--- config.mk ---
export PLATFORM = sky130hd
export DESIGN_NAME = if0_region_tracker_core
export DESIGN_NICKNAME = d
export VERILOG_FILES = /design/src/rtl/if0rt_pkg.sv /design/src/rtl/if0rt_match.sv /design/src/rtl/if0_region_tracker_core.sv
export SDC_FILE = /design/constraint.sdc
export NUM_CORES = 1
export LEC_CHECK = 0
export BUFFER_PORTS_ARGS = -buffer_cell sky130_fd_sc_hd__buf_2
export CAP_MARGIN = 20
export CORE_ASPECT_RATIO = 0.8
export CORE_MARGIN = 2
export CORE_UTILIZATION = 60
export DETAILED_ROUTE_END_ITERATION = 16
export GPL_ROUTABILITY_DRIVEN = 0
export GPL_TIMING_DRIVEN = 0
export MAX_ROUTING_LAYER = met4
export PLACE_DENSITY = 0.79
export SETUP_SLACK_MARGIN = 0.5
export SYNTH_ARGS = -nofsm -noshare
export SYNTH_HDL_FRONTEND = slang
export SYNTH_HIERARCHICAL = 1
export SYNTH_SLANG_ARGS = --single-unit
export TNS_END_PERCENT = 30
--- constraint.sdc ---
create_clock -name clk -period 4.5 [get_ports clk]
set_input_delay 0.45 -clock clk [delete_from_list [all_inputs] [get_ports clk]]
set_output_delay 0.45 -clock clk [all_outputs]
set_load 0.005 [all_outputs]
--- src/rtl/if0rt_pkg.sv ---
// Shared types, character codes and helpers for the #if 0 region tracker.
`default_nettype none
package if0rt_pkg;

  localparam int unsigned HIST = 6;
  localparam int unsigned CW   = 16;
  localparam int unsigned UCW  = 3;

  typedef logic [CW-1:0]       unit_t;
  typedef logic [HIST:0][CW-1:0] win_t;   // [0] newest unit
  typedef logic [UCW-1:0]      ucnt_t;

  localparam ucnt_t CNT_MAX = 3'd7;

  localparam unit_t CH_HASH  = 16'h0023;
  localparam unit_t CH_SPACE = 16'h0020;
  localparam unit_t CH_TAB   = 16'h0009;
  localparam unit_t CH_ZERO  = 16'h0030;
  localparam unit_t CH_SLASH = 16'h002F;
  localparam unit_t CH_STAR  = 16'h002A;
  localparam unit_t CH_UA    = 16'h0041;
  localparam unit_t CH_UZ    = 16'h005A;
  localparam unit_t CH_D     = 16'h0064;
  localparam unit_t CH_E     = 16'h0065;
  localparam unit_t CH_F     = 16'h0066;
  localparam unit_t CH_I     = 16'h0069;
  localparam unit_t CH_L     = 16'h006C;
  localparam unit_t CH_N     = 16'h006E;
  localparam unit_t CH_S     = 16'h0073;

  localparam unit_t CASE_OFS = 16'h0020;

  typedef struct packed {
    logic if0;          // #if 0
    logic nest_open;    // #if<sp>, #if<tab>, #ifdef, #ifndef
    logic endif_kw;     // #endif
    logic else_kw;      // #else, #elif
    logic dslash;       // //
    logic cmt_open;     // /*
    logic cmt_close;    // */
  } match_t;

  function automatic unit_t fold(input unit_t c);
    unit_t r;
    r = c;
    if (c >= CH_UA && c <= CH_UZ) begin
      r = c + CASE_OFS;
    end
    return r;
  endfunction

endpackage
`default_nettype wire

--- src/rtl/if0rt_match.sv ---
// Keyword and comment-marker detection over the recent code-unit window.
`default_nettype none
module if0rt_match (
  input  var if0rt_pkg::win_t   win,
  input  var if0rt_pkg::ucnt_t  cnt,
  output var if0rt_pkg::match_t m
);
  import if0rt_pkg::*;

  unit_t f [HIST+1];
  logic  if_pfx;
  logic  ge2, ge4, ge5, ge6, ge7;

  always_comb begin
    for (int k = 0; k <= HIST; k++) begin
      f[k] = fold(win[k]);
    end
  end

  assign ge2 = (cnt >= 3'd2);
  assign ge4 = (cnt >= 3'd4);
  assign ge5 = (cnt >= 3'd5);
  assign ge6 = (cnt >= 3'd6);
  assign ge7 = (cnt >= 3'd7);

  // "#if" ending one unit before the newest
  assign if_pfx = (f[3] == CH_HASH) && (f[2] == CH_I) && (f[1] == CH_F);

  always_comb begin
    m.if0 = ge5 && (f[4] == CH_HASH) && (f[3] == CH_I) && (f[2] == CH_F)
            && (f[1] == CH_SPACE) && (f[0] == CH_ZERO);
    m.nest_open =
        (ge4 && if_pfx && ((f[0] == CH_SPACE) || (f[0] == CH_TAB)))
      || (ge6 && (f[5] == CH_HASH) && (f[4] == CH_I) && (f[3] == CH_F)
          && (f[2] == CH_D) && (f[1] == CH_E) && (f[0] == CH_F))
      || (ge7 && (f[6] == CH_HASH) && (f[5] == CH_I) && (f[4] == CH_F)
          && (f[3] == CH_N) && (f[2] == CH_D) && (f[1] == CH_E) && (f[0] == CH_F));
    m.endif_kw = ge6 && (f[5] == CH_HASH) && (f[4] == CH_E) && (f[3] == CH_N)
                 && (f[2] == CH_D) && (f[1] == CH_I) && (f[0] == CH_F);
    m.else_kw = ge5 && (f[4] == CH_HASH) && (f[3] == CH_E) && (f[2] == CH_L)
                && (((f[1] == CH_S) && (f[0] == CH_E))
                 || ((f[1] == CH_I) && (f[0] == CH_F)));
    m.dslash    = ge2 && (win[1] == CH_SLASH) && (win[0] == CH_SLASH);
    m.cmt_open  = ge2 && (win[1] == CH_SLASH) && (win[0] == CH_STAR);
    m.cmt_close = ge2 && (win[1] == CH_STAR)  && (win[0] == CH_SLASH);
  end

endmodule
`default_nettype wire

--- src/rtl/if0_region_tracker_core.sv ---
// Top level: #if 0 region tracker with stream input, result register and enable register.
// An accepted input word is held in the input register; its result word is then registered in the result register.
// Throughput: one word per cycle while the output is not stalled; each word's state update is one pass between
// the input register and the result register.
// Reset (rst_n low, synchronous): region closed, level zero, comment and line
// state cleared, pipeline empty, enable set to one.
`default_nettype none
module if0_region_tracker_core #(
  parameter int unsigned MAX_NEST = 255
) (
  input  var logic        clk,
  input  var logic        rst_n,
  input  var logic        in_tvalid,
  output var logic        in_tready,
  input  var logic [15:0] in_tdata,   // [15:0] code_unit
  input  var logic        in_tlast,   // last_in_line
  output var logic        out_tvalid,
  input  var logic        out_tready,
  output var logic [15:0] out_tdata,  // [0] in_region, [1] region_start,
                                      // [2] region_end, [10:3] nest_level, [15:11] zero
  input  var logic        cfg_wr_en,
  input  var logic        cfg_wr_data
);
  import if0rt_pkg::*;

  localparam int unsigned DW = $clog2(MAX_NEST + 1);

  logic          s1_valid_r;
  unit_t         s1_unit_r;
  logic          s1_last_r;
  logic          advance, process;

  unit_t         recent_r [HIST];
  win_t          win;
  ucnt_t         units_r, units_nxt, cnt, cnt_nxt;
  logic          region_r, region_nxt;
  logic [DW-1:0] depth_r, depth_nxt, depth_dec;
  logic          bc_r, bc_nxt;
  logic          ign_r, ign_nxt;
  logic          enable_r;
  logic          start_c, end_c;
  match_t        m;

  logic          out_valid_r;
  logic          o_region_r, o_start_r, o_end_r;
  logic [7:0]    o_nest_r;
  logic [DW+7:0] depth_ext;

  assign advance   = !out_valid_r || out_tready;
  assign process   = s1_valid_r && advance;
  assign in_tready = !s1_valid_r || advance;

  always_comb begin
    win[0] = s1_unit_r;
    for (int k = 0; k < HIST; k++) begin
      win[k+1] = recent_r[k];
    end
  end

  assign cnt = (units_r == CNT_MAX) ? CNT_MAX : units_r + 3'd1;

  if0rt_match u_match (
    .win (win),
    .cnt (cnt),
    .m   (m)
  );

  assign depth_dec = (depth_r != '0) ? depth_r - 1'b1 : depth_r;

  always_comb begin
    region_nxt = region_r;
    depth_nxt  = depth_r;
    bc_nxt     = bc_r;
    ign_nxt    = ign_r;
    cnt_nxt    = cnt;
    start_c    = 1'b0;
    end_c      = 1'b0;
    if (!region_r) begin
      if (enable_r && m.if0) begin
        region_nxt = 1'b1;
        depth_nxt  = DW'(1);
        start_c    = 1'b1;
        cnt_nxt    = '0;
      end
    end else if (!ign_r) begin
      priority if (bc_r) begin
        if (m.cmt_close) begin
          bc_nxt  = 1'b0;
          cnt_nxt = '0;
        end
      end else if (m.dslash) begin
        ign_nxt = 1'b1;
      end else if (m.cmt_open) begin
        bc_nxt  = 1'b1;
        cnt_nxt = '0;
      end else if (m.nest_open) begin
        if (depth_r < DW'(MAX_NEST)) begin
          depth_nxt = depth_r + 1'b1;
        end
      end else if (m.endif_kw) begin
        depth_nxt = depth_dec;
        if (depth_dec == '0) begin
          end_c = 1'b1;
        end
      end else if (m.else_kw) begin
        if (depth_r == DW'(1)) begin
          depth_nxt = '0;
          end_c     = 1'b1;
        end
      end else begin
      end
      if (end_c) begin
        region_nxt = 1'b0;
        depth_nxt  = '0;
        bc_nxt     = 1'b0;
        cnt_nxt    = '0;
      end
    end
    units_nxt = cnt_nxt;
    if (s1_last_r) begin
      units_nxt = '0;
      bc_nxt    = 1'b0;
      ign_nxt   = 1'b0;
    end
  end

  assign depth_ext = {8'h00, depth_nxt};

  always_ff @(posedge clk) begin
    if (!rst_n) begin
      s1_valid_r  <= 1'b0;
      out_valid_r <= 1'b0;
      region_r    <= 1'b0;
      depth_r     <= '0;
      bc_r        <= 1'b0;
      ign_r       <= 1'b0;
      units_r     <= '0;
      enable_r    <= 1'b1;
    end else begin
      if (cfg_wr_en) begin
        enable_r <= cfg_wr_data;
      end
      if (in_tready) begin
        s1_valid_r <= in_tvalid;
      end
      if (process) begin
        out_valid_r <= 1'b1;
        region_r    <= region_nxt;
        depth_r     <= depth_nxt;
        bc_r        <= bc_nxt;
        ign_r       <= ign_nxt;
        units_r     <= units_nxt;
      end else if (out_tready) begin
        out_valid_r <= 1'b0;
      end
    end
  end

  always_ff @(posedge clk) begin
    if (in_tvalid && in_tready) begin
      s1_unit_r <= in_tdata;
      s1_last_r <= in_tlast;
    end
    if (process) begin
      recent_r[0] <= s1_unit_r;
      for (int k = 1; k < HIST; k++) begin
        recent_r[k] <= recent_r[k-1];
      end
      o_region_r <= region_nxt;
      o_start_r  <= start_c;
      o_end_r    <= end_c;
      o_nest_r   <= depth_ext[7:0];
    end
  end

  assign out_tvalid = out_valid_r;
  assign out_tdata  = {5'b00000, o_nest_r, o_end_r, o_start_r, o_region_r};

  a_region_depth: assert property (@(posedge clk) disable iff (!rst_n)
    region_r == (depth_r != '0))
    else $error("region flag and nest level disagree");

  a_start_end: assert property (@(posedge clk) disable iff (!rst_n)
    out_valid_r |-> !(o_start_r && o_end_r))
    else $error("region start and end on one word");

  a_start_open: assert property (@(posedge clk) disable iff (!rst_n)
    (out_valid_r && o_start_r) |-> (o_region_r && o_nest_r == 8'd1))
    else $error("region start without open region at level one");

  a_ready: assert property (@(posedge clk) disable iff (!rst_n)
    !in_tready |-> (s1_valid_r && out_valid_r && !out_tready))
    else $error("input stalled without a full pipeline");

endmodule
`default_nettype wire
==> results of run 1 <==
==> state kept, by name (all words and copies together) (netlist names) <==
signal / count
out_tvalid: 1
o_start_r: 1
s1_last_r: 1
region_r: 1
o_end_r: 1
ign_r: 1
s1_unit_r: 16
s1_valid_r: 1
enable_r: 1
recent_r: 96
o_nest_r: 8
o_region_r: 1
bc_r: 1
units_r: 3
depth_r: 8
==> cell families (layout without fill, tap and decap cells) <==
| family | count (synthesis) | count (layout) | synth area share (%) |
|---|---|---|---|
| AOI/OAI and AO/OA | 121 | 121 | 13.7 |
| xor gates and xnor gates | 2 | 2 | 0.261 |
| adders and majority gates | 11 | 11 | 2.05 |
| buffers and inverters | 35 | 115 | 2.63 |
| DFF | 141 | 141 | 60.5 |
| muxes | 4 | 4 | 0.615 |
| other | 1 | 6 | 0.0558 |
| and+or+nand+nor | 237 | 237 | 20.2 |
==> final timing paths <==
| check | depth (start not counted) | slack, ns | end | startpoint |
|---|---|---|---|---|
| setup / recovery | 13 | 0.40 | o_nest_r[7] | recent_r[1][14] |
| hold / removal | 1 | 0.20 | s1_unit_r[15] | in_tdata[15] |
| setup reg to reg | 13 | 0.40 | o_nest_r[7] | recent_r[1][14] |
| hold reg to reg | 0 | 0.45 | recent_r[4][14] | recent_r[3][14] |
==> synthesized netlist by cell type (11+ instances only) <==
library cell / n
nor2_1: 34
nand4_1: 16
nor4_1: 21
a21oi_1: 18
nor3_1: 17
o21ai_0: 17
edfxtp_1: 124
ha_1: 11
nand2_1: 52
nor2b_1: 11
clkbuf_1: 12
dfxtp_1: 17
nand3_1: 18
==> cell usage in the layout (no fill, tap or decap), drive strengths merged, types with 4 or more instances in the layout <==
master	n
o21ai	17
dfxtp	17
edfxtp	124
o22ai	5
or4b	5
nand2b	8
nand2	52
clkinvlp	5
nand4	16
o211ai	7
a21o	7
a31oi	7
nor4b	5
nor2b	11
and3	6
nor4	25
nand3	18
inv	11
nand3b	5
clkbuf	29
conb	5
and2	7
nor2	34
and4	5
o2111ai	6
ha	11
nor3	17
o31ai	10
clkinv	7
a2111oi	4
or3	4
buf	63
or4	6
a21oi	18
==> timing repair <==
| action | CTS | global route |
|---|---|---|
| resized for setup | 14 | 28 |
| setup endpoints to repair | 21 | 18 |
| pin swaps | 7 | 11 |
| buffers inserted | 6 | 5 |
==> report_power, final <==
group | internal, mW | total (mW) | leakage (nW) | switching (mW)
Sequential | 1.49 | 1.54 | 1.30 | 0.0494
Clock | 0.708 | 1.26 | 0.251 | 0.556
Combinational | 0.0535 | 0.137 | 1.12 | 0.0839
Total | 2.25 | 2.94 | 2.67 | 0.690
==> metal layers <==
metal | routed length [um] | part of all wire [%] | global-route usage, % | vias up
li1 | - | - | - | 2354
met1 | 6430 | 40 | 36.8 | 2483
met2 | 7200 | 45 | 38.1 | 371
met3 | 1850 | 12 | 9.20 | 62
met4 | 444 | 2.8 | 9.64 | 0
met5 | 0 | 0 | - | -
==> layout make-up <==
| cell class | instances | area share (%) |
|---|---|---|
| well taps | 144 | 2.27 |
| repair buffers | 48 | 3.66 |
| multi-input cells | 380 | 33.5 |
| clock inverters | 15 | 1.45 |
| flip-flops and latches | 141 | 51.3 |
| diodes | 1 | 0.0316 |
| plain buffers | 27 | 2.04 |
| clock buffers | 17 | 5.37 |
| inverters | 8 | 0.411 |
==> stage by stage <==
| stage | total power, mW | cell area [um^2] | worst slack (ns) | util (%) | hold slack (ns) |
|---|---|---|---|---|---|
| global placement | 1.67 | 7090 | 0.0684 | 65.1 | 0.431 |
| global route | 3.03 | 7920 | 0.315 | 72.7 | 0.191 |
| floorplan | 1.63 | 6730 | 0.796 | - | 0.419 |
| detailed placement | 1.68 | 7120 | 0.0346 | 65.4 | 0.435 |
| CTS | 2.93 | 7770 | 0.508 | 71.3 | 0.193 |
| finish | 2.94 | 7920 | 0.402 | 72.7 | 0.197 |
==> reports/metrics.cfg, run 1 <==
[run_status]
run_status = finished clean

[clock_tree]
path_clk_slew_ns = 0.06
clock_latency_ns = 0.42
cts_tree = done
numCtsBuffers = 17
cts_root_buf = clkbuf_16
cts_hold_buf = 0
clockBufferDepth = 2
h-tree-depth = 4
cts.sinks = 141

[finish]
drive_gt1_share_pct = 22.2
syn_to_final_growth_pct = 18.0
multi_input_area_um2 = 2650
final_cells = 781
nFillCells = 700
seq_area_um2 = 4060
fin_nets = 657

[drt]
dr.pass1.iters = 7
wire_per_inst_um = 20.4
vias = 5270
drtIter0Drc = 799
ant_nets = 0
drt-total-wl_um = 15900
drc = 0
routed_via_density = 6.75

[synth]
synth-edff-count = 124
yosysTopAreaCellShare_pct = 55.4
async_flop_share_pct = 0
syn_area_um2 = 6720
syn_area_per_cell_um2 = 12.2
synth.area.top_cells = edfxtp_1 55%, dfxtp_1 5.1%, nand2_1 2.9%
ys_types = 76
syn_inst = 552
yosys_warnings = 6
yosys.area.top_type = edfxtp_1
synthFlopType = edfxtp_1
seq_area_frac_synth_pct = 60.5
yosys_register_bits = 141

[power]
ir_worst_vdd_uv = 294
leakagePower_nw = 2.67
power.density_nw_per_um2 = 371

[sta]
setup_viol = 0
rsz0062_at_grt = yes
drv_slew = 0
fin_skew_ns = 0.00858
min_period_ns = 4.10
worstMarginPinSlew_ns = 0.675
fmax_mhz = 244
final_hold_viol_count = 0
slew_headroom_pct = 55.0
period_share_pct = 91.1
tns_ns = 0

[die]
chipWidth_um = 122
initial_core_util_pct = 61.7
ios = 41
dieArea_um2 = 12100
rows = 34
core_um2 = 10900
fp.dieH_um = 98.6

[place]
place_hpwl_um = 10300
numPortBuffers = 35
place_inst = 737

[setup_path]
crit_buf_inv = 2
worstSetupPathType = reg2reg
crit_path_max_incr_delay_ns = 0.47
crit_path_end_kind = flip-flop
path_delay_family = simple AND/OR/NAND/NOR gates
path_max_fanout = 8
path_cells = or3_4, or3_4, a211oi_2, buf_4, o2111ai_2, nor4_2, and4_1, buf_6, or4b_4, o21ai_2, or4b_4, o211ai_1, nand2_1
worst_ep_required_time_ns = 4.63
start_kind = flip-flop
critPathSlowestCell = or4b_4
cp.arrival_ns = 4.23

[global_routing]
grt_max_degree = 78
grt_pass1_wl_um = 24100
grtUsageTotal_pct = 27.1
grt_overflow = 0
grt_antenna_before_repair = 1
grt_pass1_vias = 4813

[flow_run]
max-cap-violations = 0

[min_path]
hp-class = in2reg

Power figures use the tool's default switching activity.
==> run 2, diff against run 1 <==
--- a/config.mk
+++ b/config.mk
@@ -7,7 +7,7 @@
 export LEC_CHECK = 0
 export BUFFER_PORTS_ARGS = -buffer_cell sky130_fd_sc_hd__buf_2
 export CAP_MARGIN = 20
-export CORE_ASPECT_RATIO = 0.8
+export CORE_ASPECT_RATIO = 0.6
 export CORE_MARGIN = 2
 export CORE_UTILIZATION = 60
 export DETAILED_ROUTE_END_ITERATION = 16
@@ -15,7 +15,7 @@
 export GPL_TIMING_DRIVEN = 0
 export MAX_ROUTING_LAYER = met4
 export PLACE_DENSITY = 0.79
-export SETUP_SLACK_MARGIN = 0.5
+export SETUP_SLACK_MARGIN = 0.15
 export SYNTH_ARGS = -nofsm -noshare
 export SYNTH_HDL_FRONTEND = slang
 export SYNTH_HIERARCHICAL = 1
==> run 2 against run 1 <==
  * Global-route usage increased by 1.5 points
  * Clock skew increased by 0.0073 ns
  * Largest power group unchanged
  * Count of clock-buffer cells in the layout increased by 1
  * Sequential cell count unchanged
  * Largest cell class unchanged
  * Clock power increased by 11%
  * Sequential power about the same
  * Highest routed layer unchanged
  * Core utilization decreased by 0.31 points
  * Critical endpoint unchanged
==> reports/metrics.cfg, run 2 (synthesized netlist as in run 1, its figures left out) <==
[global_routing]
grt_overflow = 0  ; unchanged
grt_pass1_vias = 4727  ; was 4,813
grt_antenna_before_repair = 0  ; was 1
grt_pass1_wl_um = 25500  ; was 24,100 um
grt_max_degree = 83  ; was 78
grtUsageTotal_pct = 28.6  ; was 27.1%

[finish]
top_register = recent_r  ; unchanged
largest_reg_flops = 96  ; unchanged
drive_gt1_share_pct = 18.0  ; was 22.2%
largestRegisters = recent_r (96), s1_unit_r (16)  ; unchanged
final_cell_mix = 124 x edfxtp_1, 52 x nand2_1, 39 x buf_2, 34 x nor2_1  ; was 124 x edfxtp_1, 52 x nand2_1, 40 x buf_2, 33 x nor2_1, 19 x buf_4
syn_to_final_growth_pct = 15.8  ; was 18.0%
layout_commonest_cell = edfxtp_1  ; unchanged
final_cells = 763  ; was 781
fin_nets = 645  ; was 657

[sta]
period_share_pct = 93.7  ; was 91.1%
fmax_mhz = 237  ; was 244 MHz
drv_slew = 0  ; unchanged
worst_slack_ns = 0.284  ; was 0.402 ns
rsz0062_at_grt = yes  ; unchanged
min_period_ns = 4.22  ; was 4.10 ns
setup_viol = 0  ; unchanged
tns_ns = 0  ; unchanged
slew_headroom_pct = 37.4  ; was 55.0%
worstMarginPinSlew_ns = 0.916  ; was 0.675 ns
fin_skew_ns = 0.0159  ; was 0.00858 ns
final_hold_viol_count = 0  ; unchanged

[setup_path]
worst_ep_required_time_ns = 4.64  ; was 4.63 ns
crit_path_end_kind = flip-flop  ; unchanged
path_common_cell = or4b_1
cp.arrival_ns = 4.35  ; was 4.23 ns
crit_buf_inv = 1  ; was 2
path_delay_family = simple AND/OR/NAND/NOR gates  ; unchanged
worstSetupPathType = reg2reg  ; unchanged
crit_path_max_incr_delay_ns = 0.57  ; was 0.47 ns
path_cells = or4b_1, o31ai_2, o2111ai_1, a21o_1, nor4_2, and4_1, clkbuf_2, or4b_1, o21ai_0, or4b_1, o211ai_1, nand2_1  ; was or3_4, or3_4, a211oi_2, buf_4, o2111ai_2, nor4_2, and4_1, buf_6, or4b_4, o21ai_2, or4b_4, o211ai_1, nand2_1
start_kind = flip-flop  ; unchanged
path_max_fanout = 8  ; unchanged
r2r_setup_slack_ns = 0.28  ; was 0.40 ns
critPathSlowestCell = or4b_1  ; was or4b_4

[drt]
drtIter0Drc = 709  ; was 799
wire_per_inst_um = 21.0  ; was 20.4 um
drc = 0  ; unchanged
drt-total-wl_um = 16000  ; was 15,900 um
routed_via_density = 6.78  ; was 6.75
ant_nets = 0  ; unchanged
vias = 5172  ; was 5,270
dr.pass1.iters = 7  ; unchanged

[clock_tree]
post_cts_buffers = 0  ; was 6
clock_latency_ns = 0.42  ; about the same
clockBufferDepth = 2  ; unchanged
cts.sinks = 141  ; unchanged
path_clk_slew_ns = 0.06  ; about the same
cts_tree = done  ; unchanged
numCtsBuffers = 17  ; unchanged
cts_hold_buf = 0  ; unchanged
h-tree-depth = 4  ; unchanged
cts_root_buf = clkbuf_16  ; unchanged

[power]
leakagePower_nw = 2.63  ; was 2.67 nW
ir_worst_vdd_uv = 276  ; was 294 uV
power.density_nw_per_um2 = 394  ; was 371 nW/um^2

[run_status]
run_status = finished clean  ; unchanged

[place]
place_hpwl_um = 10900  ; was 10,300 um
numPortBuffers = 35  ; unchanged
post-place-ws_ns = -0.0871  ; was 0.0346 ns
place_inst = 731  ; was 737

[flow_run]
max-cap-violations = 0  ; unchanged

[die]
chipWidth_um = 141  ; was 122 um
fp.dieH_um = 86.0  ; was 98.6 um
core_um2 = 10700  ; was 10,900 um^2
rows = 29  ; was 34
dieArea_um2 = 12100  ; about the same
ios = 41  ; unchanged
initial_core_util_pct = 62.5  ; was 61.7%

[min_path]
hp-class = in2reg  ; unchanged

## run 2: changes by cell type in the layout (fill, tap and decap cells not counted), moves of 3 or more
cell / delta
buf_4: -11
or4b_4: -3
bufinv_16: +3
clkinvlp_4: -3
or4b_1: +3
a2111oi_0: +3
## run 2: worst register-to-register path, cell delays in order, from the launching register on
cell and delay, ns:
edfxtp_1 0.50, or4b_1 0.57, o31ai_2 0.24, o2111ai_1 0.20, a21o_1 0.27, nor4_2 0.32
and4_1 0.23, clkbuf_2 0.18, or4b_1 0.47, o21ai_0 0.17, or4b_1 0.45, o211ai_1 0.19
nand2_1 0.15
## run 2: metrics by stage
stage	utilization [%]	power, mW	cell area (um^2)	hold WS [ns]
6_report	72.4	3.07	7780	0.199
5_1_grt	72.4	3.16	7780	0.186
4_1_cts	71.9	3.08	7720	0.189
3_5_place_dp	66.2	1.68	7110	0.430
3_3_place_gp	65.9	1.68	7080	0.428
2_1_floorplan	-	1.63	6730	0.419
## run 2: worst paths after layout
kind,start,end,cells after the start
worst max register to register,recent_r[0][0],o_nest_r[7],12
worst max-delay path,recent_r[0][0],o_nest_r[7],12
worst min register to register,recent_r[1][14],recent_r[2][14],0
worst min-delay path,in_tdata[8],s1_unit_r[8],1
## run 2: report_power, final
group,leakage [nW],internal [mW],switching (mW)
clock,0.286,0.871,0.531
combinational,1.05,0.0482,0.0797
sequential,1.30,1.49,0.0503
total,2.63,2.41,0.661
## run 2: per-layer routing
layer	vias to the layer above	part of all wire [%]	GRT usage, %
met1	2436	45	41.2
met4	0	1.2	7.55
li1	2332	-	-
met3	36	13	10.9
met5	-	0	-
met2	368	40	37.9
## run 2: cell type report
class / instances / area (um^2)
well taps: 139 / 174
flip-flops and latches: 141 / 4060
plain buffers: 27 / 149
clock inverters: 13 / 168
clock buffers: 18 / 429
diodes: 1 / 2.50
inverters: 8 / 32.5
fillers: 732 / 2960
repair buffers: 36 / 203
multi-input cells: 380 / 2560
## run 2: what timing repair did
action                     CTS  global route
gates resized for setup      3            12
cloned                       0             0
setup endpoints to repair   19            12
